--- src/sv/gpc_pkg.sv ---
// Shared types, constants and helper functions for the grid pole classifier.
// Used by every module of the block but gpc_ram, and by its checker; depends on nothing.
package gpc_pkg;

	localparam int SLOT_BITS   = 10;
	localparam int CELL_SLOTS  = 1 << SLOT_BITS;
	localparam int HASH_BITS   = 10;
	localparam int COUNT_BITS  = 16;
	localparam int SUM_BITS    = 48;
	localparam int DIFF_BITS   = SUM_BITS + 1;
	localparam int IDX_BITS    = (HASH_BITS < SLOT_BITS) ? HASH_BITS : SLOT_BITS;
	localparam int CMP_BITS    = (COUNT_BITS > 16) ? COUNT_BITS : 16;
	localparam int DCNT_BITS   = $clog2(SUM_BITS);
	localparam int QUEUE_DEPTH = 2;
	localparam int QPTR_BITS   = $clog2(QUEUE_DEPTH);
	localparam int NBR_COUNT   = 8;

	localparam logic [31:0] HASH_MUL_X = 32'd73856093;
	localparam logic [31:0] HASH_MUL_Y = 32'd19349663;
	localparam logic [31:0] HASH_MASK  = (32'd1 << 20) - 32'd1;
	localparam logic [COUNT_BITS-1:0] COUNT_MAX = {COUNT_BITS{1'b1}};

	localparam logic [30:0] RST_CELL_SIZE = 31'd65536;
	localparam logic signed [31:0] RST_MIN_REL = 32'sd13107;
	localparam logic signed [31:0] RST_MAX_REL = 32'sd196608;
	localparam logic [15:0] RST_MIN_PTS  = 16'd3;
	localparam logic [3:0]  RST_MIN_PASS = 4'd4;

	typedef enum logic [1:0] {
		OP_CLEAR    = 2'd0,
		OP_ACCUM    = 2'd1,
		OP_CLASSIFY = 2'd2,
		OP_NONE     = 2'd3
	} op_e;

	typedef enum logic [2:0] {
		ST_OK       = 3'd0,
		ST_FULL     = 3'd1,
		ST_POLE     = 3'd2,
		ST_NOT_POLE = 3'd3,
		ST_FEW      = 3'd4,
		ST_ABSENT   = 3'd5
	} status_e;

	typedef enum logic [2:0] {
		CFG_CELL_SIZE = 3'd0,
		CFG_MIN_REL   = 3'd1,
		CFG_MAX_REL   = 3'd2,
		CFG_MIN_PTS   = 3'd3,
		CFG_MIN_PASS  = 3'd4
	} cfg_idx_e;

	typedef struct packed {
		logic [1:0]         opcode;
		logic signed [31:0] point_x;
		logic signed [31:0] point_y;
		logic signed [31:0] point_z;
	} in_item_t;

	typedef struct packed {
		logic [2:0] status;
		logic [3:0] pass_count;
	} out_item_t;

	typedef struct packed {
		logic [30:0]        cell_size;
		logic signed [31:0] min_rel;
		logic signed [31:0] max_rel;
		logic [15:0]        min_pts;
		logic [3:0]         min_pass;
	} cfg_t;

	// One queue entry: the operation with its cell index already worked out.
	typedef struct packed {
		logic [1:0]         opcode;
		logic [31:0]        cx;
		logic [31:0]        cy;
		logic signed [31:0] z;
	} job_t;

	typedef struct packed {
		logic                       valid;
		logic [31:0]                cx;
		logic [31:0]                cy;
		logic [COUNT_BITS-1:0]      count;
		logic signed [SUM_BITS-1:0] sum;
	} slot_t;

	localparam int SLOT_W = $bits(slot_t);

	// Neighbor k walks dx = -1..1 outer, dy = -1..1 inner, skipping the center.
	function automatic logic [31:0] nbr_dx(input logic [2:0] k);
		logic [31:0] d;
		case (k)
			3'd0, 3'd1, 3'd2: d = 32'hFFFF_FFFF;
			3'd3, 3'd4:       d = 32'd0;
			default:          d = 32'd1;
		endcase
		return d;
	endfunction

	function automatic logic [31:0] nbr_dy(input logic [2:0] k);
		logic [31:0] d;
		case (k)
			3'd0, 3'd3, 3'd5: d = 32'hFFFF_FFFF;
			3'd1, 3'd6:       d = 32'd0;
			default:          d = 32'd1;
		endcase
		return d;
	endfunction

endpackage

--- src/sv/gpc_front.sv ---
// Front part: takes an item, divides x and y by the cell size one bit per
// cycle and queues the job. Depends on gpc_pkg.
module gpc_front (
	input  logic             clk,
	input  logic             arst_n,
	input  logic             take,
	input  gpc_pkg::in_item_t item,
	input  gpc_pkg::cfg_t    cfg,
	output logic             idle,
	output logic             push_valid,
	input  logic             push_ready,
	output gpc_pkg::job_t    push_data
);

	typedef enum logic [2:0] {
		F_IDLE = 3'b001,
		F_DIV  = 3'b010,
		F_PUSH = 3'b100
	} fstate_t;

	fstate_t            state_q;
	logic [4:0]         dcnt_q;
	logic [30:0]        dvs_q;
	logic [31:0]        qx_q, qy_q;
	logic [30:0]        rx_q, ry_q;
	logic               negx_q, negy_q;
	logic [1:0]         op_q;
	logic signed [31:0] z_q;

	logic [31:0] x_abs, y_abs, tx, ty;
	logic        gex, gey;

	assign x_abs = item.point_x[31] ? 32'(-item.point_x) : item.point_x;
	assign y_abs = item.point_y[31] ? 32'(-item.point_y) : item.point_y;

	// Restoring step: the remainder stays below the divisor, so 31 bits hold it.
	assign tx  = {rx_q, qx_q[31]};
	assign ty  = {ry_q, qy_q[31]};
	assign gex = tx >= {1'b0, dvs_q};
	assign gey = ty >= {1'b0, dvs_q};

	assign idle       = state_q == F_IDLE;
	assign push_valid = state_q == F_PUSH;

	always_comb begin
		push_data.opcode = op_q;
		push_data.cx     = negx_q ? 32'(-qx_q) : qx_q;
		push_data.cy     = negy_q ? 32'(-qy_q) : qy_q;
		push_data.z      = z_q;
	end

	always_ff @(posedge clk or negedge arst_n) begin
		if (!arst_n) begin
			state_q <= F_IDLE;
			dcnt_q  <= '0;
		end else begin
			case (state_q)
				F_IDLE: begin
					if (take) begin
						state_q <= F_DIV;
						dcnt_q  <= '0;
					end
				end
				F_DIV: begin
					dcnt_q <= dcnt_q + 1'b1;
					if (dcnt_q == 5'd31) begin
						state_q <= F_PUSH;
					end
				end
				F_PUSH: begin
					if (push_ready) begin
						state_q <= F_IDLE;
					end
				end
				default: state_q <= F_IDLE;
			endcase
		end
	end

	always_ff @(posedge clk) begin
		if (state_q == F_IDLE && take) begin
			op_q   <= item.opcode;
			z_q    <= item.point_z;
			dvs_q  <= (cfg.cell_size == '0) ? 31'd1 : cfg.cell_size;
			qx_q   <= x_abs;
			qy_q   <= y_abs;
			rx_q   <= '0;
			ry_q   <= '0;
			negx_q <= item.point_x[31];
			negy_q <= item.point_y[31];
		end else if (state_q == F_DIV) begin
			qx_q <= {qx_q[30:0], gex};
			qy_q <= {qy_q[30:0], gey};
			rx_q <= gex ? 31'(tx - {1'b0, dvs_q}) : tx[30:0];
			ry_q <= gey ? 31'(ty - {1'b0, dvs_q}) : ty[30:0];
		end
	end

endmodule

--- config.mk ---
export PLATFORM = sky130hd
export DESIGN_NAME = gpc_front
export DESIGN_NICKNAME = d
export VERILOG_FILES = /design/src/sv/gpc_pkg.sv /design/src/sv/gpc_front.sv
export SDC_FILE = /design/constraint.sdc
export NUM_CORES = 1
export LEC_CHECK = 0
export ABC_AREA = 1
export BUFFER_PORTS_ARGS = -buffer_cell sky130_fd_sc_hd__buf_2
export CORE_MARGIN = 4
export CORE_UTILIZATION = 50
export DETAILED_ROUTE_END_ITERATION = 10
export HOLD_SLACK_MARGIN = 0.15
export PLACE_DENSITY = 0.83
export SETUP_SLACK_MARGIN = 0.4
export SKIP_CTS_REPAIR_TIMING = 1
export SLEW_MARGIN = 20
export SYNTH_ARGS = -nofsm -noshare
export SYNTH_HDL_FRONTEND = slang
export SYNTH_SLANG_ARGS = --single-unit
--- constraint.sdc ---
create_clock -name clk -period 2.2 [get_ports clk]
set_input_delay 0.22 -clock clk [delete_from_list [all_inputs] [get_ports clk]]
set_output_delay 0.22 -clock clk [all_outputs]
set_load 0.005 [all_outputs]
==> results of run 1 <==
[state kept, by name (all words and copies together), names as in the netlist]
register  count
op_q          2
state_q       3
z_q          32
negy_q        1
negx_q        1
qy_q         32
qx_q         32
rx_q         31
dvs_q        31
ry_q         31
dcnt_q        5
[per-stage QoR]
stage	cell area, um^2	cells	total power [W]
6_report	23100	3488	0.0338
5_1_grt	23100	3488	0.0360
4_1_cts	19900	3314	0.0288
3_5_place_dp	19100	3268	0.0243
3_3_place_gp	19100	3268	0.0239
2_1_floorplan	17000	2582	0.0186
[area by class of cell]
| class | instances | area, um^2 | area share, % |
|---|---|---|---|
| multi-input combinational | 1835 | 10600 | 46.2 |
| sequential | 201 | 5380 | 23.3 |
| timing repair buffer | 502 | 3890 | 16.9 |
| inverter | 455 | 1740 | 7.53 |
| clock buffer | 36 | 697 | 3.02 |
| tap | 448 | 561 | 2.43 |
| clock inverter | 10 | 149 | 0.646 |
| antenna | 1 | 2.50 | 0.0109 |
[cell families after synthesis]
family          Yosys count  synth area share (%)
compound gates          184                  6.01
xor+xnor                115                  5.97
fa+ha+maj                70                  5.28
buf+inv                 546                  12.8
flops                   201                  31.9
simple gates           1466                  38.1
[power groups by stage]
stage	sequential, W	clock, W	combinational, W
floorplan	0.00686	0	0.0117
global placement	0.00707	0	0.0168
detailed placement	0.00715	0	0.0172
CTS	0.00708	0.00439	0.0174
global route	0.00736	0.00454	0.0241
finish	0.00725	0.00434	0.0222
[worst max-delay path by stage]
stage,to,startpoint,slack [ns],cells past startpoint
after floorplan,rx_q[27],qx_q[31],0.25,16
after global placement,ry_q[1],dvs_q[0],0.02,15
after detailed placement,ry_q[1],dvs_q[0],-0.06,15
after CTS,push_data[54],qy_q[1],-0.61,11
after global routing,push_data[61],qy_q[3],-0.72,8
final,push_data[59],qy_q[3],-0.62,9
[layer usage]
metal	up-vias	part of all wire (%)
met5	-	0.035
met4	4	4.5
met3	223	9.5
met2	1068	47
met1	8743	39
li1	9005	-
[critical path, delay by kind of cell, from the launching register on]
kind / cells / cell delay (ns)
xor+xnor: 1 / 0.20
buf+inv: 1 / 0.16
flops: 1 / 0.49
simple gates: 7 / 1.20
[cell usage in the layout (no fill, tap or decap), types with 6 or more instances in the layout]
cell and n:
sky130_fd_sc_hd__nor3_1 26, sky130_fd_sc_hd__buf_12 9, sky130_fd_sc_hd__dlygate4sd3_1 106, sky130_fd_sc_hd__xnor2_1 34
sky130_fd_sc_hd__nand3_4 6, sky130_fd_sc_hd__o21ai_0 68, sky130_fd_sc_hd__nand4_1 43, sky130_fd_sc_hd__buf_2 231
sky130_fd_sc_hd__nor4_1 12, sky130_fd_sc_hd__dfxtp_1 62, sky130_fd_sc_hd__edfxtp_1 131, sky130_fd_sc_hd__clkbuf_16 34
sky130_fd_sc_hd__nor2_4 17, sky130_fd_sc_hd__and2_1 7, sky130_fd_sc_hd__o21ai_1 33, sky130_fd_sc_hd__nand3_1 158
sky130_fd_sc_hd__nand2_2 53, sky130_fd_sc_hd__clkbuf_1 8, sky130_fd_sc_hd__xor2_2 9, sky130_fd_sc_hd__clkinv_1 6
sky130_fd_sc_hd__nand3_2 77, sky130_fd_sc_hd__o211ai_1 6, sky130_fd_sc_hd__nand3b_1 32, sky130_fd_sc_hd__dfrtp_1 7
sky130_fd_sc_hd__a21oi_1 31, sky130_fd_sc_hd__nor3_2 14, sky130_fd_sc_hd__nor2_1 145, sky130_fd_sc_hd__o21ai_2 23
sky130_fd_sc_hd__ha_1 64, sky130_fd_sc_hd__inv_2 35, sky130_fd_sc_hd__buf_6 22, sky130_fd_sc_hd__xor2_1 70
sky130_fd_sc_hd__nand2_1 779, sky130_fd_sc_hd__buf_4 119, sky130_fd_sc_hd__nand2_4 50, sky130_fd_sc_hd__nor2_2 27
sky130_fd_sc_hd__inv_1 410
==> summary.md, run 1 <==
| Metric | Value |
|---|---|
| Gr ovfl total | 0 |
| Pin count of the biggest net entering global routing | between 70 and 80 |
| Most numerous cell types in the synthesized netlist | sky130_fd_sc_hd__nand2_1 (860), sky130_fd_sc_hd__inv_1 (434), sky130_fd_sc_hd__nand3_1 (239), sky130_fd_sc_hd__nor2_1 (169), sky130_fd_sc_hd__edfxtp_1 (131) |
| Post-placement worst setup slack | -0.0602 ns |
| Synth Warn # | 0 |
| DRC | 0 |
| Global routing usage on met3 | 5.73% |
| Number of DRC markers in iteration 0 | 1,943 |
| Critical-path cell list | nor2_1 -> nand4_1 -> nor3_2 -> nand2_2 -> nor2_4 -> nand3_1 -> nand2_2 -> xor2_2 -> buf_2 |
| Clock root buffer | sky130_fd_sc_hd__clkbuf_16 |
| Delay of the slowest cell on the worst path | around 0.49 ns |
| Synthesis-stage register bit count | around 200 |
| Post-detail-place hpwl | between 30,000 and 40,000 um |
| Placement row count | 67 |
| Most frequent cell after synthesis | sky130_fd_sc_hd__nand2_1 |
| Synth Area per Inst | roughly 6.5 um^2 |
| Required time worst endpoint | a little under 2 ns |
| Die area | 0.0367 mm^2 |
| Largest fanout on the critical path | 5 |
| Busiest metal layer after global routing | met2 |
| Floorplan die width | 192 um |
| Clock insertion delay at the later pin of the skew report | 0.55 ns |
| Post-synthesis cell area | about 0.017 mm^2 |
| Headroom to the max-slew limit | between 60% and 70% |
| Primary flip-flop cell chosen by synthesis mapping | sky130_fd_sc_hd__edfxtp_1 |
| Measured slew at the worst slew-check pin | roughly 0.57 ns |
| Post-Route Skew | ~0.023 ns |
| Post-layout worst setup margin | -0.619 ns |
| Setup slack on the worst flop-to-flop path | -0.21 ns |
| Final Max Slew Viols | 0 |
| Worst Path Arrival | 2.60 ns |
| Net Count, Synth | between 2k and 3k |
| Failing checks | setup timing |
| Utilization of the core after routing | 68.9% |
| Height of the die | about 190 um |
| Wire length of the first global-routing pass | slightly above 80,000 um |
| Initial antenna violation count | 3 |
| RSZ-0062 raised after global routing | true |
| Total power divided by cell area | between 1000 and 1500 mW/mm^2 |
| Initial Util | between 50% and 60% |
| Floorplan core area | about 0.033 mm^2 |
| Detailed-route wire length per cell | roughly 17 um |
| Hold_sp | item[84] |
| Final Hold Slack | about 0.12 ns |
| Net switching component of the power | between 0.015 and 0.02 W |
| Routed via count | between 15k and 20k |
| Maximum root-to-sink buffer count | 3 |
| Peak supply drop | ~0.86 mV |
| FF-to-FF path depth | 15 |
| H-tree level count | 1 |
| Share of the yosys chip area belonging to registers | a little under a third |
| Power share of the clock group | 12.8% |
| Portion of total power attributed to sequential cells | between 20% and 30% |
| Count of flip-flops with a built-in enable after synthesis | between 100 and 150 |
| First drt pass iteration count | 6 |
| Max-capacitance violation count | 0 |
| Antenna viol nets, final | 0 |
| Internal cell power | around 0.017 W |
| Worst-path cell with the longest stage delay | sky130_fd_sc_hd__edfxtp_1 |
| Share of the synthesized area in the top cell type | 23.3% |
| CP Launch Type | flop |
| Met2 Usage GRT | a little under half |
| Worst flop-to-flop path endpoint | ry_q[10] |
| Fraction of layout cells with a size suffix above 1 | 25.7% |
| Synth top area cells | sky130_fd_sc_hd__edfxtp_1 (23%), sky130_fd_sc_hd__nand2_1 (19%), sky130_fd_sc_hd__inv_1 (9.7%), sky130_fd_sc_hd__dfxtp_1 (7.4%), sky130_fd_sc_hd__nand3_1 (7.1%) |
| Lkg Pwr | about 12 nW |
| Ratio of routed vias to standard cells | around 5.5 |
| Hold path endpoint | qx_q[20] |
| Setup violators final | 114 |
| Part of the total power dissipated in combinational logic | between 60 and 70% |
| GP Congestion | 0.985 |
| Layout Nets | between 3k and 4k |
| FFs w/ async S/R, synth | under 10% |
| Fill count | 2,533 |
| Total Routing Usage GR | between 20% and 30% |
| Path type of the worst min-delay path | input port to flop |
| Gate count after technology mapping | about 2.6k |
| Crit end category | output port |
| Maximum achievable frequency | about 350 MHz |
| Hold Path Cell Cnt | 4 |
| Crit share post-route | 128% |
| Total CTS buffers | 25 |
| Clock sinks | ~200 |
| Status | finished with violations |
| Tmin final | between 2 and 3 ns |
| Setup Crit Path Kind | flop to output port |
| Total negative setup slack | -28.30 ns |
| IO buf count | between 200 and 250 |
| Cell taking the most area after synthesis | sky130_fd_sc_hd__edfxtp_1 |
| Worst reg2reg startpoint | dvs_q[0] |
| Clock-pin slew of the registers on the worst-case setup and hold paths | approximately 0.07 ns |
| Ports placed on the boundary | 317 |
| Total routed wirelength | a little under 60,000 um |
| CTS tree | yes |
| Sw frac | 49.0% |
| Number of global-route vias before repair | ~17k |
| Layout overhead on the synthesized area | 36.6% |
| Unique masters post-synth | slightly below 50 |
| Most frequent cell on the critical path | sky130_fd_sc_hd__nand2_2 |
| Met1 layer usage reported by global route | approximately 35% |
| Number of hold violations in the final report | 0 |
Note: power is estimated with default switching activity, not from simulation.
==> run 2: changes to the inputs <==
- SKIP_CTS_REPAIR_TIMING: 1 -> not set
- TNS_END_PERCENT: not set -> 5
==> run 2 against run 1 <==
Critical path type unchanged. Count of clock-buffer cells in the layout fell by 5. First-iteration DRC count fell by 4.9%. Register-to-register slack improved by 0.18 ns. The run still ends with setup timing left. Sequential share of layout area rose by 0.64 points.
==> summary.md, run 2 (synthesis gave the netlist of run 1 again) <==
| Metric | Value |
|---|---|
| Status | finished with violations |
| Failing checks | setup timing |
| Antenna viol nets, final | 0 |
| Maximum achievable frequency | approximately 350 MHz |
| Headroom to the max-slew limit | 60.2% |
| Path type of the worst min-delay path | input port to flop |
| IO buf count | 232 |
| H-tree level count | 1 |
| Floorplan die width | 192 um |
| Post-detail-place hpwl | slightly below 40,000 um |
| GP Congestion | 1.02 |
| Largest fanout on the critical path | 4 |
| Number of global-route vias before repair | between 15k and 20k |
| Maximum root-to-sink buffer count | 3 |
| Area used by multi-input combinational logic | between 0.01 and 0.015 mm^2 |
| Floorplan core area | 0.0334 mm^2 |
| First drt pass iteration count | 7 |
| CTS tree | yes |
| Clock-pin slew of the registers on the worst-case setup and hold paths | roughly 0.06 ns |
| Largest registers | qx_q: 32 flops, qy_q: 32 flops, z_q: 32 flops |
| Max-capacitance violation count | 0 |
| Most frequent standard cell in the layout excluding fill and tap cells | sky130_fd_sc_hd__nand2_1 |
| Initial Util | roughly half |
| Internal cell power | 0.0166 W |
| Post-layout worst setup margin | -0.640 ns |
| Clock sinks | 201 |
| Clock insertion delay at the later pin of the skew report | 0.55 ns |
| Setup violators final | between 50 and 60 |
| DRC | 0 |
| Fill count | 2,646 |
| Peak supply drop | between 1 and 1.5 mV |
| Number of standard cells in the layout, taps in and fillers out | around 3.5k |
| Number of DRC markers in iteration 0 | roughly 1.8k |
| Height of the die | ~190 um |
| Lkg Pwr | 11.4 nW |
| Number of hold violations in the final report | 0 |
| Crit share post-route | 129% |
| Pin count of the biggest net entering global routing | approximately 70 |
| Post-placement worst setup slack | -0.0339 ns |
| Initial antenna violation count | 2 |
| Total Routing Usage GR | about 29% |
| Sw frac | roughly 47% |
| Measured slew at the worst slew-check pin | 0.597 ns |
| Placement row count | 67 |
| Total routed wirelength | approximately 57,000 um |
| Final Max Slew Viols | 0 |
| Gr ovfl total | 0 |
| Part of the total power dissipated in combinational logic | between 60% and 70% |
| Layout overhead on the synthesized area | 33.0% |
| Layout Nets | ~3.3k |
| Detailed-route wire length per cell | 16.3 um |
| Portion of total power attributed to sequential cells | 23.0% |
| Ratio of routed vias to standard cells | 5.39 |
| Flip-flop and latch area | between 0.005 and 0.006 mm^2 |
| RSZ-0062 raised after global routing | true |
| Setup Crit Path Kind | flop to output port |
| Die area | between 0.03 and 0.04 mm^2 |
| Fraction of layout cells with a size suffix above 1 | roughly 23% |
| Total CTS buffers | 26 |
| Clock root buffer | sky130_fd_sc_hd__clkbuf_16 |
| Crit end category | output port |
| Routed via count | between 15k and 20k |
| Tmin final | between 2 and 3 ns |
| Post-Route Skew | between 0.015 and 0.02 ns |
| Power share of the clock group | between 10 and 15% |
| Most frequent cells in the layout | sky130_fd_sc_hd__nand2_1 (819), sky130_fd_sc_hd__inv_1 (404), sky130_fd_sc_hd__buf_2 (230) |
| Ports placed on the boundary | about 320 |
| CP Launch Type | flop |
| Required time worst endpoint | just under 2 ns |
| Total negative setup slack | -18.50 ns |
| Wire length of the first global-routing pass | between 80,000 and 90,000 um |
| Worst Path Arrival | ~2.6 ns |
| Utilization of the core after routing | around 67% |
| Net switching component of the power | about 0.015 W |
| Total power divided by cell area | about 1400 mW/mm^2 |
| Placed cell count | between 3k and 4k |
==> run 2: worst paths after layout <==
path                          start            end  slack, ns  cells after the start
max in group asynchronous    arst_n     state_q[2]       1.18                      3
min                        item[43]       qy_q[11]       0.18                      4
min in group asynchronous    arst_n     state_q[0]       0.22                      2
max reg2reg                dvs_q[0]       rx_q[30]      -0.03                     14
max                         qy_q[4]  push_data[57]      -0.64                     11
min reg2reg                rx_q[18]       rx_q[18]       0.46                      2
==> run 2: cell type report <==
class / instances / area share, %
multi-input cells: 1835 / 45.2
flip-flops and latches: 201 / 24.0
repair buffers: 495 / 16.5
inverters: 455 / 7.70
clock buffers: 31 / 3.26
well taps: 448 / 2.50
clock inverters: 17 / 0.909
diodes: 2 / 0.0223
==> run 2: worst max-delay path, cell delays in order (launching register included) <==
cell	delay, ns
sky130_fd_sc_hd__edfxtp_1	0.47
sky130_fd_sc_hd__nor2_1	0.16
sky130_fd_sc_hd__nand4_1	0.20
sky130_fd_sc_hd__nor3_4	0.28
sky130_fd_sc_hd__nand2_2	0.14
sky130_fd_sc_hd__nor2_4	0.20
sky130_fd_sc_hd__nand2_2	0.09
sky130_fd_sc_hd__nand2_4	0.10
sky130_fd_sc_hd__o21ai_0	0.09
sky130_fd_sc_hd__nand2_1	0.09
sky130_fd_sc_hd__nand2_1	0.08
sky130_fd_sc_hd__buf_2	0.14
==> run 2: per-stage QoR <==
stage	cell area [um^2]	hold WS, ns	power, W
after CTS	21900	0.151	0.0302
after detailed placement	19100	0.0858	0.0244
final	22400	0.185	0.0312
after global placement	19100	0.0729	0.0239
after global routing	22400	0.191	0.0336
after floorplan	16900	-0.0756	0.0185
==> run 2: repair_timing <==
item / CTS / global route
pin swaps: 65 / 60
gates cloned: 0 / 0
setup buffers: 29 / 9
gates resized for setup: 125 / 137
hold buffers: 123 / 0
endpoints found under the hold margin: 129 / 0
endpoints found under the setup margin: 284 / 243
==> run 2: per-layer routing <==
metal	wire length (um)	track usage, %	part of all wire [%]	vias up
li1	-	-	-	9005
met1	22600	37.5	40	8524
met2	26900	49.8	47	1044
met3	4860	4.20	8.6	202
met4	2420	10.4	4.3	0
met5	0	0	0	-
==> run 2: power by group through the flow <==
stage / sequential, W / combinational (W) / clock, W
CTS: 0.00710 / 0.0184 / 0.00462
global placement: 0.00704 / 0.0169 / 0
detailed placement: 0.00713 / 0.0173 / 0
floorplan: 0.00685 / 0.0116 / 0
global route: 0.00733 / 0.0214 / 0.00478
finish: 0.00719 / 0.0194 / 0.00458
