## src/sv/gpc_pkg.sv

```systemverilog
// Shared types, constants and helper functions for the grid pole classifier.
// Used by every module of the block but gpc_ram, and by its checker; depends on nothing.
package gpc_pkg;

	localparam int SLOT_BITS   = 10;
	localparam int CELL_SLOTS  = 1 << SLOT_BITS;
	localparam int HASH_BITS   = 10;
	localparam int COUNT_BITS  = 16;
	localparam int SUM_BITS    = 48;
	localparam int DIFF_BITS   = SUM_BITS + 1;
	localparam int IDX_BITS    = (HASH_BITS < SLOT_BITS) ? HASH_BITS : SLOT_BITS;
	localparam int CMP_BITS    = (COUNT_BITS > 16) ? COUNT_BITS : 16;
	localparam int DCNT_BITS   = $clog2(SUM_BITS);
	localparam int QUEUE_DEPTH = 2;
	localparam int QPTR_BITS   = $clog2(QUEUE_DEPTH);
	localparam int NBR_COUNT   = 8;

	localparam logic [31:0] HASH_MUL_X = 32'd73856093;
	localparam logic [31:0] HASH_MUL_Y = 32'd19349663;
	localparam logic [31:0] HASH_MASK  = (32'd1 << 20) - 32'd1;
	localparam logic [COUNT_BITS-1:0] COUNT_MAX = {COUNT_BITS{1'b1}};

	localparam logic [30:0] RST_CELL_SIZE = 31'd65536;
	localparam logic signed [31:0] RST_MIN_REL = 32'sd13107;
	localparam logic signed [31:0] RST_MAX_REL = 32'sd196608;
	localparam logic [15:0] RST_MIN_PTS  = 16'd3;
	localparam logic [3:0]  RST_MIN_PASS = 4'd4;

	typedef enum logic [1:0] {
		OP_CLEAR    = 2'd0,
		OP_ACCUM    = 2'd1,
		OP_CLASSIFY = 2'd2,
		OP_NONE     = 2'd3
	} op_e;

	typedef enum logic [2:0] {
		ST_OK       = 3'd0,
		ST_FULL     = 3'd1,
		ST_POLE     = 3'd2,
		ST_NOT_POLE = 3'd3,
		ST_FEW      = 3'd4,
		ST_ABSENT   = 3'd5
	} status_e;

	typedef enum logic [2:0] {
		CFG_CELL_SIZE = 3'd0,
		CFG_MIN_REL   = 3'd1,
		CFG_MAX_REL   = 3'd2,
		CFG_MIN_PTS   = 3'd3,
		CFG_MIN_PASS  = 3'd4
	} cfg_idx_e;

	typedef struct packed {
		logic [1:0]         opcode;
		logic signed [31:0] point_x;
		logic signed [31:0] point_y;
		logic signed [31:0] point_z;
	} in_item_t;

	typedef struct packed {
		logic [2:0] status;
		logic [3:0] pass_count;
	} out_item_t;

	typedef struct packed {
		logic [30:0]        cell_size;
		logic signed [31:0] min_rel;
		logic signed [31:0] max_rel;
		logic [15:0]        min_pts;
		logic [3:0]         min_pass;
	} cfg_t;

	// One queue entry: the operation with its cell index already worked out.
	typedef struct packed {
		logic [1:0]         opcode;
		logic [31:0]        cx;
		logic [31:0]        cy;
		logic signed [31:0] z;
	} job_t;

	typedef struct packed {
		logic                       valid;
		logic [31:0]                cx;
		logic [31:0]                cy;
		logic [COUNT_BITS-1:0]      count;
		logic signed [SUM_BITS-1:0] sum;
	} slot_t;

	localparam int SLOT_W = $bits(slot_t);

	// Neighbor k walks dx = -1..1 outer, dy = -1..1 inner, skipping the center.
	function automatic logic [31:0] nbr_dx(input logic [2:0] k);
		logic [31:0] d;
		case (k)
			3'd0, 3'd1, 3'd2: d = 32'hFFFF_FFFF;
			3'd3, 3'd4:       d = 32'd0;
			default:          d = 32'd1;
		endcase
		return d;
	endfunction

	function automatic logic [31:0] nbr_dy(input logic [2:0] k);
		logic [31:0] d;
		case (k)
			3'd0, 3'd3, 3'd5: d = 32'hFFFF_FFFF;
			3'd1, 3'd6:       d = 32'd0;
			default:          d = 32'd1;
		endcase
		return d;
	endfunction

endpackage

```

## src/sv/gpc_fifo.sv

```systemverilog
// Short job queue between the front and back parts of the classifier.
// Depends on gpc_pkg for the job type and the queue depth.
module gpc_fifo (
	input  logic          clk,
	input  logic          arst_n,
	input  logic          push_valid,
	output logic          push_ready,
	input  gpc_pkg::job_t push_data,
	output logic          pop_valid,
	input  logic          pop_ready,
	output gpc_pkg::job_t pop_data
);

	gpc_pkg::job_t                 entry_q [gpc_pkg::QUEUE_DEPTH];
	logic [gpc_pkg::QPTR_BITS-1:0] wr_ptr_q;
	logic [gpc_pkg::QPTR_BITS-1:0] rd_ptr_q;
	logic [gpc_pkg::QPTR_BITS:0]   cnt_q;
	logic                          do_push;
	logic                          do_pop;

	assign push_ready = cnt_q != (gpc_pkg::QPTR_BITS + 1)'(gpc_pkg::QUEUE_DEPTH);
	assign pop_valid  = cnt_q != '0;
	assign pop_data   = entry_q[rd_ptr_q];
	assign do_push    = push_valid && push_ready;
	assign do_pop     = pop_valid && pop_ready;

	always_ff @(posedge clk) begin
		if (do_push) begin
			entry_q[wr_ptr_q] <= push_data;
		end
	end

	always_ff @(posedge clk or negedge arst_n) begin
		if (!arst_n) begin
			wr_ptr_q <= '0;
			rd_ptr_q <= '0;
			cnt_q    <= '0;
		end else begin
			if (do_push) begin
				wr_ptr_q <= wr_ptr_q + 1'b1;
			end
			if (do_pop) begin
				rd_ptr_q <= rd_ptr_q + 1'b1;
			end
			if (do_push && !do_pop) begin
				cnt_q <= cnt_q + 1'b1;
			end else if (do_pop && !do_push) begin
				cnt_q <= cnt_q - 1'b1;
			end
		end
	end

endmodule

```

## config.mk

```make
export PLATFORM = sky130hd
export DESIGN_NAME = gpc_fifo
export DESIGN_NICKNAME = d
export VERILOG_FILES = /design/src/sv/gpc_pkg.sv /design/src/sv/gpc_fifo.sv
export SDC_FILE = /design/constraint.sdc
export NUM_CORES = 1
export LEC_CHECK = 0
export BUFFER_PORTS_ARGS = -buffer_cell sky130_fd_sc_hd__buf_4
export CORE_ASPECT_RATIO = 0.8
export CORE_MARGIN = 10
export CORE_UTILIZATION = 49
export DETAILED_ROUTE_END_ITERATION = 10
export PLACE_DENSITY = 0.86
export SYNTH_ARGS = -nofsm -noshare
export SYNTH_HDL_FRONTEND = slang
export SYNTH_SLANG_ARGS = --single-unit
```

## constraint.sdc

```tcl
create_clock -name clk -period 6.31 [get_ports clk]
set_input_delay 0.3155 -clock clk [delete_from_list [all_inputs] [get_ports clk]]
set_output_delay 0.3155 -clock clk [all_outputs]
set_load 0.01 [all_outputs]
```

==> metrics.txt, run 1 <==
register area share after synthesis between 80% and 90%; initial antenna violation count 0; row count 39; PD cells ~450 nW/um2; Max VDD drop ~0.00032 V; # DRC 0; Total Routing Usage GR between 10% and 20%; port bufs roughly 200; first-pass GRT wire length 22,300 um; Die Ht approximately 130 um; Core Area 14,400 um2; Hold-fix buffers, CTS 1; Slew @ Worst Pin between 1000 and 1500 ps; placed cell areas around 9000 um2; worst path required time ~6000 ps; postcts setup bufs 0; most frequent cells in the layout 205 x buf_4, 196 x edfxtp_1, 88 x mux2_2; Startpoint Class register; Seq cells post-synth 200; largest net degree at the start of global routing between 70 and 80; unique cell type count in the Yosys netlist 15; nets 640; clk slew on worst S/H paths 70 ps; Clock Path Buffers 2; Avg Inst Size Synth ~23 um2; fin. max-slew vios 0; synthesized area 7290 um2; Slew headroom 30.3%; PostCTS Resize Cnt 0; H-Tree Depth 4; Area Overhead vs Synth 31.0%; clock skew ~12 ps; die extent in x ~160 um; Post-Syn Instances about 320; Arr. time, crit path roughly 2600 ps; Detailed Routing Iterations Pass 1 4; DP Wirelength roughly 11,000 um; CTS tree built; Crit Path Max Fanout 76; Tcrit/Tclk final 45.7%; worst skew pair latency ~420 ps; routed vias 3,680; status finished, final reports clean; clock sink count 200; r2r setup slk roughly 4000 ps; Ports about 200; maximum clock frequency about 350 MHz; crit path kind register to output port; LEAKAGE approximately 3.6 nW; Root Driver clkbuf_16; Initial Util 50.5%; die area 20,200 um2; worst min path class input port to register; Design Area, Final roughly 9600 um2; drt wl/cell between 20 and 25 um; vias in the first global route 4,004; gpl congestion roughly 0.72; Remaining Overflow, GRT 0; post-route antenna net violation count 0; CTS buffer count 17; iteration-0 DRC count of the detailed router around 150; via/cell ratio approximately 5; layout cells sized above 1 about three fifths; warnings from Yosys 0; commonest non-fill, non-tap cell in the layout buf_4; RSZ-0062 raised after global routing no; MaxCap Viol Count 0; CP Capture Type output port; setup TNS 0 ps; drt total wl roughly 15,000 um; minimum clock period a little under 3000 ps; Antenna diodes 0; Fin. Hold Viols 0; Syn Nets 426; # setup viols final 0
through the flow:
| step | setup WS, ps | power [mW] | std cells | utilization (%) | hold slack (ps) |
|---|---|---|---|---|---|
| finish | 3430 | 4.33 | 734 | 66.2 | 79.0 |
| global route | 3300 | 4.54 | 734 | 66.2 | 44.8 |
| CTS | 3380 | 4.40 | 734 | 66.2 | 55.3 |
| detailed placement | 3840 | 3.40 | 701 | 62.4 | 125 |
| global placement | 3880 | 3.35 | 701 | 62.4 | 126 |
| floorplan | 975 | 2.75 | 323 | - | 19.9 |
registers in the layout, summed over array words and instances (netlist names):
register and flops:
cnt_q 2, entry_q 196, rd_ptr_q 1, wr_ptr_q 1
Yosys cell counts, drive strengths merged:
cell type	number	area (um2)
nor2	2	7.51
nand2b	1	6.26
edfxtp	196	5890
xnor2	3	26.3
dfrtp	4	100
xor2	2	17.5
ha	1	12.5
buf	11	73.8
and3	1	6.26
nand2	2	7.51
mux2	98	1140
or2	1	6.26
inv	1	3.75
where the power goes:
| part | switching [mW] | leakage, nW | internal (mW) | total, mW |
|---|---|---|---|---|
| logic | 0.686 | 1.47 | 0.731 | 1.42 |
| clock network | 0.448 | 0.261 | 0.541 | 0.988 |
| registers | 0.103 | 1.87 | 1.82 | 1.92 |
| total | 1.24 | 3.59 | 3.09 | 4.33 |
logic make-up after synthesis:
family | synth area share, %
AND/OR/NAND/NOR | 0.463
buffers and inverters | 1.06
adder cells (fa/ha/maj) | 0.171
flip-flops | 82.1
XOR/XNOR | 0.600
multiplexers | 15.6
final timing paths:
check / from / to / cells after the start
max: rd_ptr_q / pop_data[1] / 3
min: push_data[74] / entry_q[1][74] / 1
max reg2reg: cnt_q[0] / entry_q[1][58] / 3
min reg2reg: cnt_q[1] / cnt_q[1] / 1
max in group asynchronous: arst_n / rd_ptr_q / 2
min in group asynchronous: arst_n / wr_ptr_q / 2
final cells by class:
class	instances	area [um2]
clock buffers	19	433
clock inverters	13	106
fillers	974	4890
inverters	1	3.75
multi-input cells	111	1240
flip-flops and latches	200	5990
well taps	184	230
repair buffers	206	1550
critical path, stage by stage (launching register included):
cell and delay [ps]:
dfrtp_4 650, buf_4 830, mux2_2 430, buf_4 150
layer usage:
metal / up-vias / global-route usage, % / part of all wire, %
met4: 0 / 4.21 / 1.2
li1: 1710 / - / -
met3: 16 / 7.21 / 8.7
met5: - / 0 / 0
met1: 1817 / 16.8 / 40
met2: 137 / 23.7 / 50
(Power assumes the default switching activity.)
==> run 2, diff against run 1 <==
==> constraint.sdc (replaced) <==
create_clock -name clk -period 2.8 [get_ports clk]
set_input_delay 0.14 -clock clk [delete_from_list [all_inputs] [get_ports clk]]
set_output_delay 0.14 -clock clk [all_outputs]
set_load 0.01 [all_outputs]
==> metrics.txt, run 2 (synthesis gave the netlist of run 1 again) <==
Setup crit start rd_ptr_q; CP top delay family flip-flops; Slew headroom 54.2% (+24 points); Comb pwr share 33.3% (+0.6 points); Max VDD drop 0.000606 V (+87%); crit path kind register to output port; r2r startpoint cnt_q[0]; LEAKAGE 4.04 nW (+12%); Worst Path Buf+Inv 2 (unchanged); Crit-path slowest cell dfrtp_4; Overall Power 10.2 mW (+140%); port bufs 201 (unchanged); RSZ-0062 raised after global routing no; minimum clock period about 2200 ps; iteration-0 DRC count of the detailed router 320 (+110%); placed cell areas 9050 um2 (+0.44%); Die Ht 129 um (unchanged); die extent in x 156 um (unchanged); clock skew 11.7 ps (+0.0992 ps); die area 20,200 um2 (unchanged); PD cells 958 nW/um2 (+110%); Area Overhead vs Synth 45.6%; gpl congestion 0.721 (-0.40%); Design Area, Final 10,600 um2 (+11%); CTS buffer count 17 (unchanged); final cell count without fillers 834 (+14%); Worst Setup EP pop_data[87]; Crit Path Max Fanout 35 (-54%); Crit path depth 3 (unchanged); Seq pwr share 42.9% (-1.5 points); post-route antenna net violation count 0 (unchanged); status finished, final reports clean; # DRC 0 (unchanged); r2r setup slk 950 ps (-3050 ps); largest net degree at the start of global routing 52 (-32%); Initial Util 50.5% (unchanged); CP Cell Sequence buf_4 -> mux2_2 -> buf_4; Slew @ Worst Pin 687 ps (-358 ps); worst hold margin 26.0 ps (-53.0 ps); commonest non-fill, non-tap cell in the layout buf_4; Arr. time, crit path 2100 ps (-470 ps); fin. max-slew vios 0 (unchanged); Psw 2.90 mW (+130%); layout cells sized above 1 51.8% (-8.8 points); CTS tree built; number of flip-flops under the largest register name 196 (unchanged); Regs by FF count entry_q (196), cnt_q (2); MaxCap Viol Count 0 (unchanged); row count 39 (unchanged); worst path required time 2660 ps (-3330 ps); first-pass GRT wire length 26,300 um (+18%); Sw Ratio 28.5% (-0.054 points); worst skew pair latency 430 ps (about the same); Root Driver clkbuf_16; DP Wirelength 11,100 um (+3.9%); Largest Register entry_q; Int Pwr 7.27 mW (+140%); Worst R2R Path Depth 3 (unchanged); Clock Power Share 23.8% (+1.0 points); drt total wl 17,400 um (+15%); most frequent cells in the layout 205 x buf_4, 196 x edfxtp_1, 99 x dlygate4sd3_1; max incr delay on CP 740 ps (-90 ps); initial antenna violation count 0 (unchanged); H-Tree Depth 4 (unchanged); worst min path class input port to register; Ports 202 (unchanged); CP Capture Type output port; RR Endpoint entry_q[1][67]; Tcrit/Tclk final about four fifths; Startpoint Class register; CP dominant cell by count buf_4; Fin. Hold Viols 0 (unchanged); Total Routing Usage GR 17.3% (+2.8 points); drt wl/cell 20.9 um (+1.5%); dpl cells 703 (+0.29%); vias in the first global route 4,645 (+16%); routed vias 4,146 (+13%); Remaining Overflow, GRT 0 (unchanged); clk slew on worst S/H paths 60 ps (about the same); Core Area 14,400 um2 (unchanged); # setup viols final 0 (unchanged); maximum clock frequency 446 MHz; via/cell ratio 4.97 (-0.85%); Detailed Routing Iterations Pass 1 4 (unchanged); clock sink count 200 (unchanged); Clock Path Buffers 2 (unchanged); setup TNS 0 ps (unchanged); nets 740 (+16%)
[run 2: changes by cell type in the layout (fill, tap and decap cells not counted)]
cell	delta
clkinv_2	-1
dlygate4sd3_1	+98
clkinvlp_4	+2
clkinv_1	-2
buf_12	+2
clkinv_4	-2
diode_2	+1
bufinv_16	+2
[run 2: final cells by class]
class	instances	area [um2]
flip-flops and latches	200	5990
fillers	814	3820
repair buffers	306	2570
multi-input cells	111	1240
clock buffers	19	433
well taps	184	230
clock inverters	12	151
inverters	1	3.75
diodes	1	2.50
[run 2: how the worst min path moves through the flow]
stage | from | endpoint | slack (ps) | depth (start not counted)
final | pop_ready | rd_ptr_q | 30 | 3
after global routing | pop_ready | rd_ptr_q | 40 | 3
after CTS | pop_ready | rd_ptr_q | 2 | 3
after detailed placement | arst_n | wr_ptr_q | -60 | 1
after global placement | arst_n | wr_ptr_q | -60 | 1
after floorplan | arst_n | cnt_q[0] | -160 | 0
[run 2: what timing repair did]
action | CTS | global route
resized for setup | 0 | 0
setup buffers | 0 | 0
hold buffers | 99 | 0
endpoints found under the hold margin | 200 | 0
[run 2: metal layers]
| metal | global-route usage [%] | wire length (um) | part of all wire (%) |
|---|---|---|---|
| met1 | 18.8 | 6630 | 38 |
| met2 | 30.2 | 9180 | 53 |
| met3 | 6.55 | 1270 | 7.3 |
| met4 | 6.76 | 335 | 1.9 |
| met5 | 0 | 0 | 0 |
[run 2: power groups by stage]
stage | Combinational, mW | Clock (mW) | Sequential (mW)
6_report | 3.38 | 2.42 | 4.37
5_1_grt | 3.60 | 2.59 | 4.43
4_1_cts | 3.41 | 2.46 | 4.37
3_5_place_dp | 3.27 | 0 | 4.43
3_3_place_gp | 3.20 | 0 | 4.38
2_1_floorplan | 1.86 | 0 | 4.28
[run 2: per-stage QoR]
stage	utilization, %	setup WS, ps
after global routing	73.5	458
after floorplan	-	199
after CTS	73.5	515
after global placement	62.6	1030
final	73.6	559
after detailed placement	62.6	955
[run 2: worst register-to-register path: stages, from the launching register on]
cell and delay, ps:
dfrtp_1 410, nand2b_1 200, and3_4 490, buf_4 410
==> run 3, diff against run 2 <==
--- a/config.mk
+++ b/config.mk
@@ -5,10 +5,11 @@
 export SDC_FILE = /design/constraint.sdc
 export NUM_CORES = 1
 export LEC_CHECK = 0
+export ABC_AREA = 1
 export BUFFER_PORTS_ARGS = -buffer_cell sky130_fd_sc_hd__buf_4
 export CORE_ASPECT_RATIO = 0.8
 export CORE_MARGIN = 10
-export CORE_UTILIZATION = 49
+export CORE_UTILIZATION = 47
 export DETAILED_ROUTE_END_ITERATION = 10
 export PLACE_DENSITY = 0.86
 export SYNTH_ARGS = -nofsm -noshare
==> constraint.sdc (replaced) <==
create_clock -name clk -period 1.9 [get_ports clk]
set_input_delay 0.095 -clock clk [delete_from_list [all_inputs] [get_ports clk]]
set_output_delay 0.095 -clock clk [all_outputs]
set_load 0.01 [all_outputs]
==> metrics.txt, run 3 <==
iteration-0 DRC count of the detailed router 346 (+8.1%); Regs by FF count entry_q (196), cnt_q (2); unique cell type count in the Yosys netlist 14 (-1); largest net degree at the start of global routing 57 (+9.6%); Fin. Hold Viols 0 (unchanged); Syn Nets 643 (+51%); Initial Util 48.4% (-2.1 points); Die Ht 132 um (+2.0%); Crit Path Max Fanout 56 (+60%); Area Overhead vs Synth 45.8% (about the same); CP Cell Sequence inv_4 -> buf_12 -> nand2_1 -> nand2_1 -> buf_4; CP Capture Type output port; Total Routing Usage GR 17.9% (+0.63 points); max incr delay on CP 510 ps (-230 ps); CP top delay family flip-flops; Root Driver clkbuf_16; met3 Use GR 6.27% (-0.27 points); Seq cells post-synth 200 (unchanged); via/cell ratio 4.82 (-3.1%); worst skew pair latency 420 ps (about the same); asr flop ratio synth 2.00% (unchanged); Seq pwr share 41.5% (-1.4 points); Core Area 15,200 um2 (+5.0%); CTS buffer count 17 (unchanged); number of flip-flops under the largest register name 196 (unchanged); post-synth top area share 80.2% (-0.44 points); Post-synth EDFFs 196 (unchanged); synthesized area 7330 um2 (+0.55%); Arr. time, crit path 1620 ps (-480 ps); Post-Syn Instances 540 (+67%); vias in the first global route 5,482 (+18%); final cell count without fillers 1,073 (+29%); status finished, final reports clean; Ports 202 (unchanged); Layout Utilization 70.5% (-3.1 points); port bufs 201 (unchanged); layout cells sized above 1 28.0% (-24 points); Detailed Routing Iterations Pass 1 5 (+1); drt wl/cell 17.8 um (-15%); nets 954 (+29%); clock sink count 200 (unchanged); Startpoint Class register; maximum clock frequency ~580 MHz; Largest Register entry_q; grt met1 use 20.1% (+1.3 points); row count 40 (+2.6%); CP dominant cell by count nand2_1; Crit-path slowest cell dfrtp_4; Design Area, Final 10,700 um2 (+0.64%); Max VDD drop 0.000921 V (+52%); register area share after synthesis 81.6% (-0.45 points); drt total wl 19,100 um (+9.7%); Tcrit/Tclk final ~90%; Psw 5.12 mW (+76%); # setup viols final 0 (unchanged); Slew headroom 76.0% (+22 points); Synth top cells by count 304 x nand2_1, 196 x edfxtp_1, 16 x buf_2, 6 x inv_1, 4 x dfrtp_1; top post-synthesis cells by area edfxtp_1 80%, nand2_1 16%, dfrtp_1 1.4%; fin. max-slew vios 0 (unchanged); Clock Power Share 20.5% (-3.3 points); minimum clock period approximately 1700 ps; warnings from Yosys 0 (unchanged); Slew @ Worst Pin 361 ps (-327 ps); Most Used Layer, Global Route met2; Yosys top cell by area edfxtp_1; # DRC 0 (unchanged); post-route antenna net violation count 0 (unchanged); worst min path class input port to register; most instantiated library cell after synthesis nand2_1; Sw Ratio 33.8% (+5.2 points); LEAKAGE 4.53 nW (+12%); clk slew on worst S/H paths 60 ps (about the same); initial antenna violation count 1 (+1); gpl congestion 0.723 (+0.32%); postcts setup bufs 0 (unchanged); Comb pwr share 38.0% (+4.7 points); crit path kind register to output port; Synth Flop Type edfxtp_1; H-Tree Depth 4 (unchanged); MaxCap Viol Count 0 (unchanged); most frequent cells in the layout 302 x nand2_1, 203 x buf_4, 196 x edfxtp_1; clock skew 7.51 ps (-4.15 ps); PD cells 1420 nW/um2 (+48%); Avg Inst Size Synth 13.6 um2 (-40%); first-pass GRT wire length 29,700 um (+13%); dpl cells 939 (+34%); met2 Resource Use GR 31.4% (+1.2 points); die extent in x 160 um (+2.1%); worst path required time 1800 ps (-860 ps); r2r setup slk 430 ps (-520 ps); die area 21,000 um2 (+4.1%); Remaining Overflow, GRT 0 (unchanged); Clock Path Buffers 2 (unchanged); commonest non-fill, non-tap cell in the layout nand2_1; routed vias 5,169 (+25%); Worst Path Buf+Inv 3 (+1); placed cell areas 9160 um2 (+1.2%); RSZ-0062 raised after global routing no; Int Pwr 10.0 mW (+38%); CTS tree built; DP Wirelength 11,200 um (+0.91%)
## run 3: layout make-up
cell class	count	area (um2)
Clock buffer	21	440
Inverter	7	28.8
Clock inverter	9	56.3
Tap cell	210	263
Sequential cell	200	5990
Timing Repair Buffer	313	2690
Antenna cell	1	2.50
Fill cell	933	4470
Multi-Input combinational cell	312	1220
## run 3: per-layer routing
| layer | up-vias | wire length [um] |
|---|---|---|
| met3 | 25 | 1570 |
| li1 | 2436 | - |
| met4 | 0 | 305 |
| met1 | 2488 | 7220 |
| met2 | 220 | 10000 |
| met5 | - | 0 |
## run 3: worst reg2reg max path, cell delays in order, from the launching register on
cell and delay, ps:
dfrtp_1 390, inv_2 70, nand2_4 80, nand2_4 80, nor2_4 170, buf_12 300
## run 3: repair_timing
item	4_1_cts	5_1_grt
gates resized for setup	0	1
hold buffers	103	0
endpoints found under the setup margin	0	1
endpoints found under the hold margin	202	0
## run 3: kinds of logic (layout without fill, tap and decap cells)
kind of cell	Yosys count	count (layout)	share of synthesized area (%)
flip-flops	200	200	81.6
XOR/XNOR	2	2	0.239
other	0	1	0
buffers and inverters	28	350	2.10
AND/OR/NAND/NOR	309	309	15.9
adder cells (fa/ha/maj)	1	1	0.171
## run 3: power groups by stage
stage / clock [mW] / combinational (mW) / sequential (mW)
after global routing: 3.37 / 6.27 / 6.36
after detailed placement: 0 / 5.56 / 6.37
after floorplan: 0 / 2.78 / 6.34
after CTS: 3.15 / 5.75 / 6.28
final: 3.11 / 5.76 / 6.29
after global placement: 0 / 5.45 / 6.32
## run 3: final timing paths
check | end | cells after the start | start
setup reg to reg | entry_q[0][51] | 5 | cnt_q[0]
min in group asynchronous | cnt_q[0] | 3 | arst_n
hold reg to reg | cnt_q[0] | 1 | cnt_q[0]
hold / removal | entry_q[1][68] | 2 | push_data[68]
setup / recovery | pop_data[49] | 5 | rd_ptr_q
max in group asynchronous | wr_ptr_q | 4 | arst_n
## run 3: metrics by stage
| stage | TNS, ps | setup WS, ps | hold slack [ps] | power (mW) |
|---|---|---|---|---|
| after floorplan | -112380 | -583 | -201 | 9.11 |
| after global placement | 0 | 473 | -104 | 11.8 |
| after detailed placement | 0 | 447 | -102 | 11.9 |
| after CTS | 0 | 134 | 379 | 15.2 |
| after global routing | 0 | 95.9 | 387 | 16.0 |
| final | 0 | 187 | 403 | 15.2 |
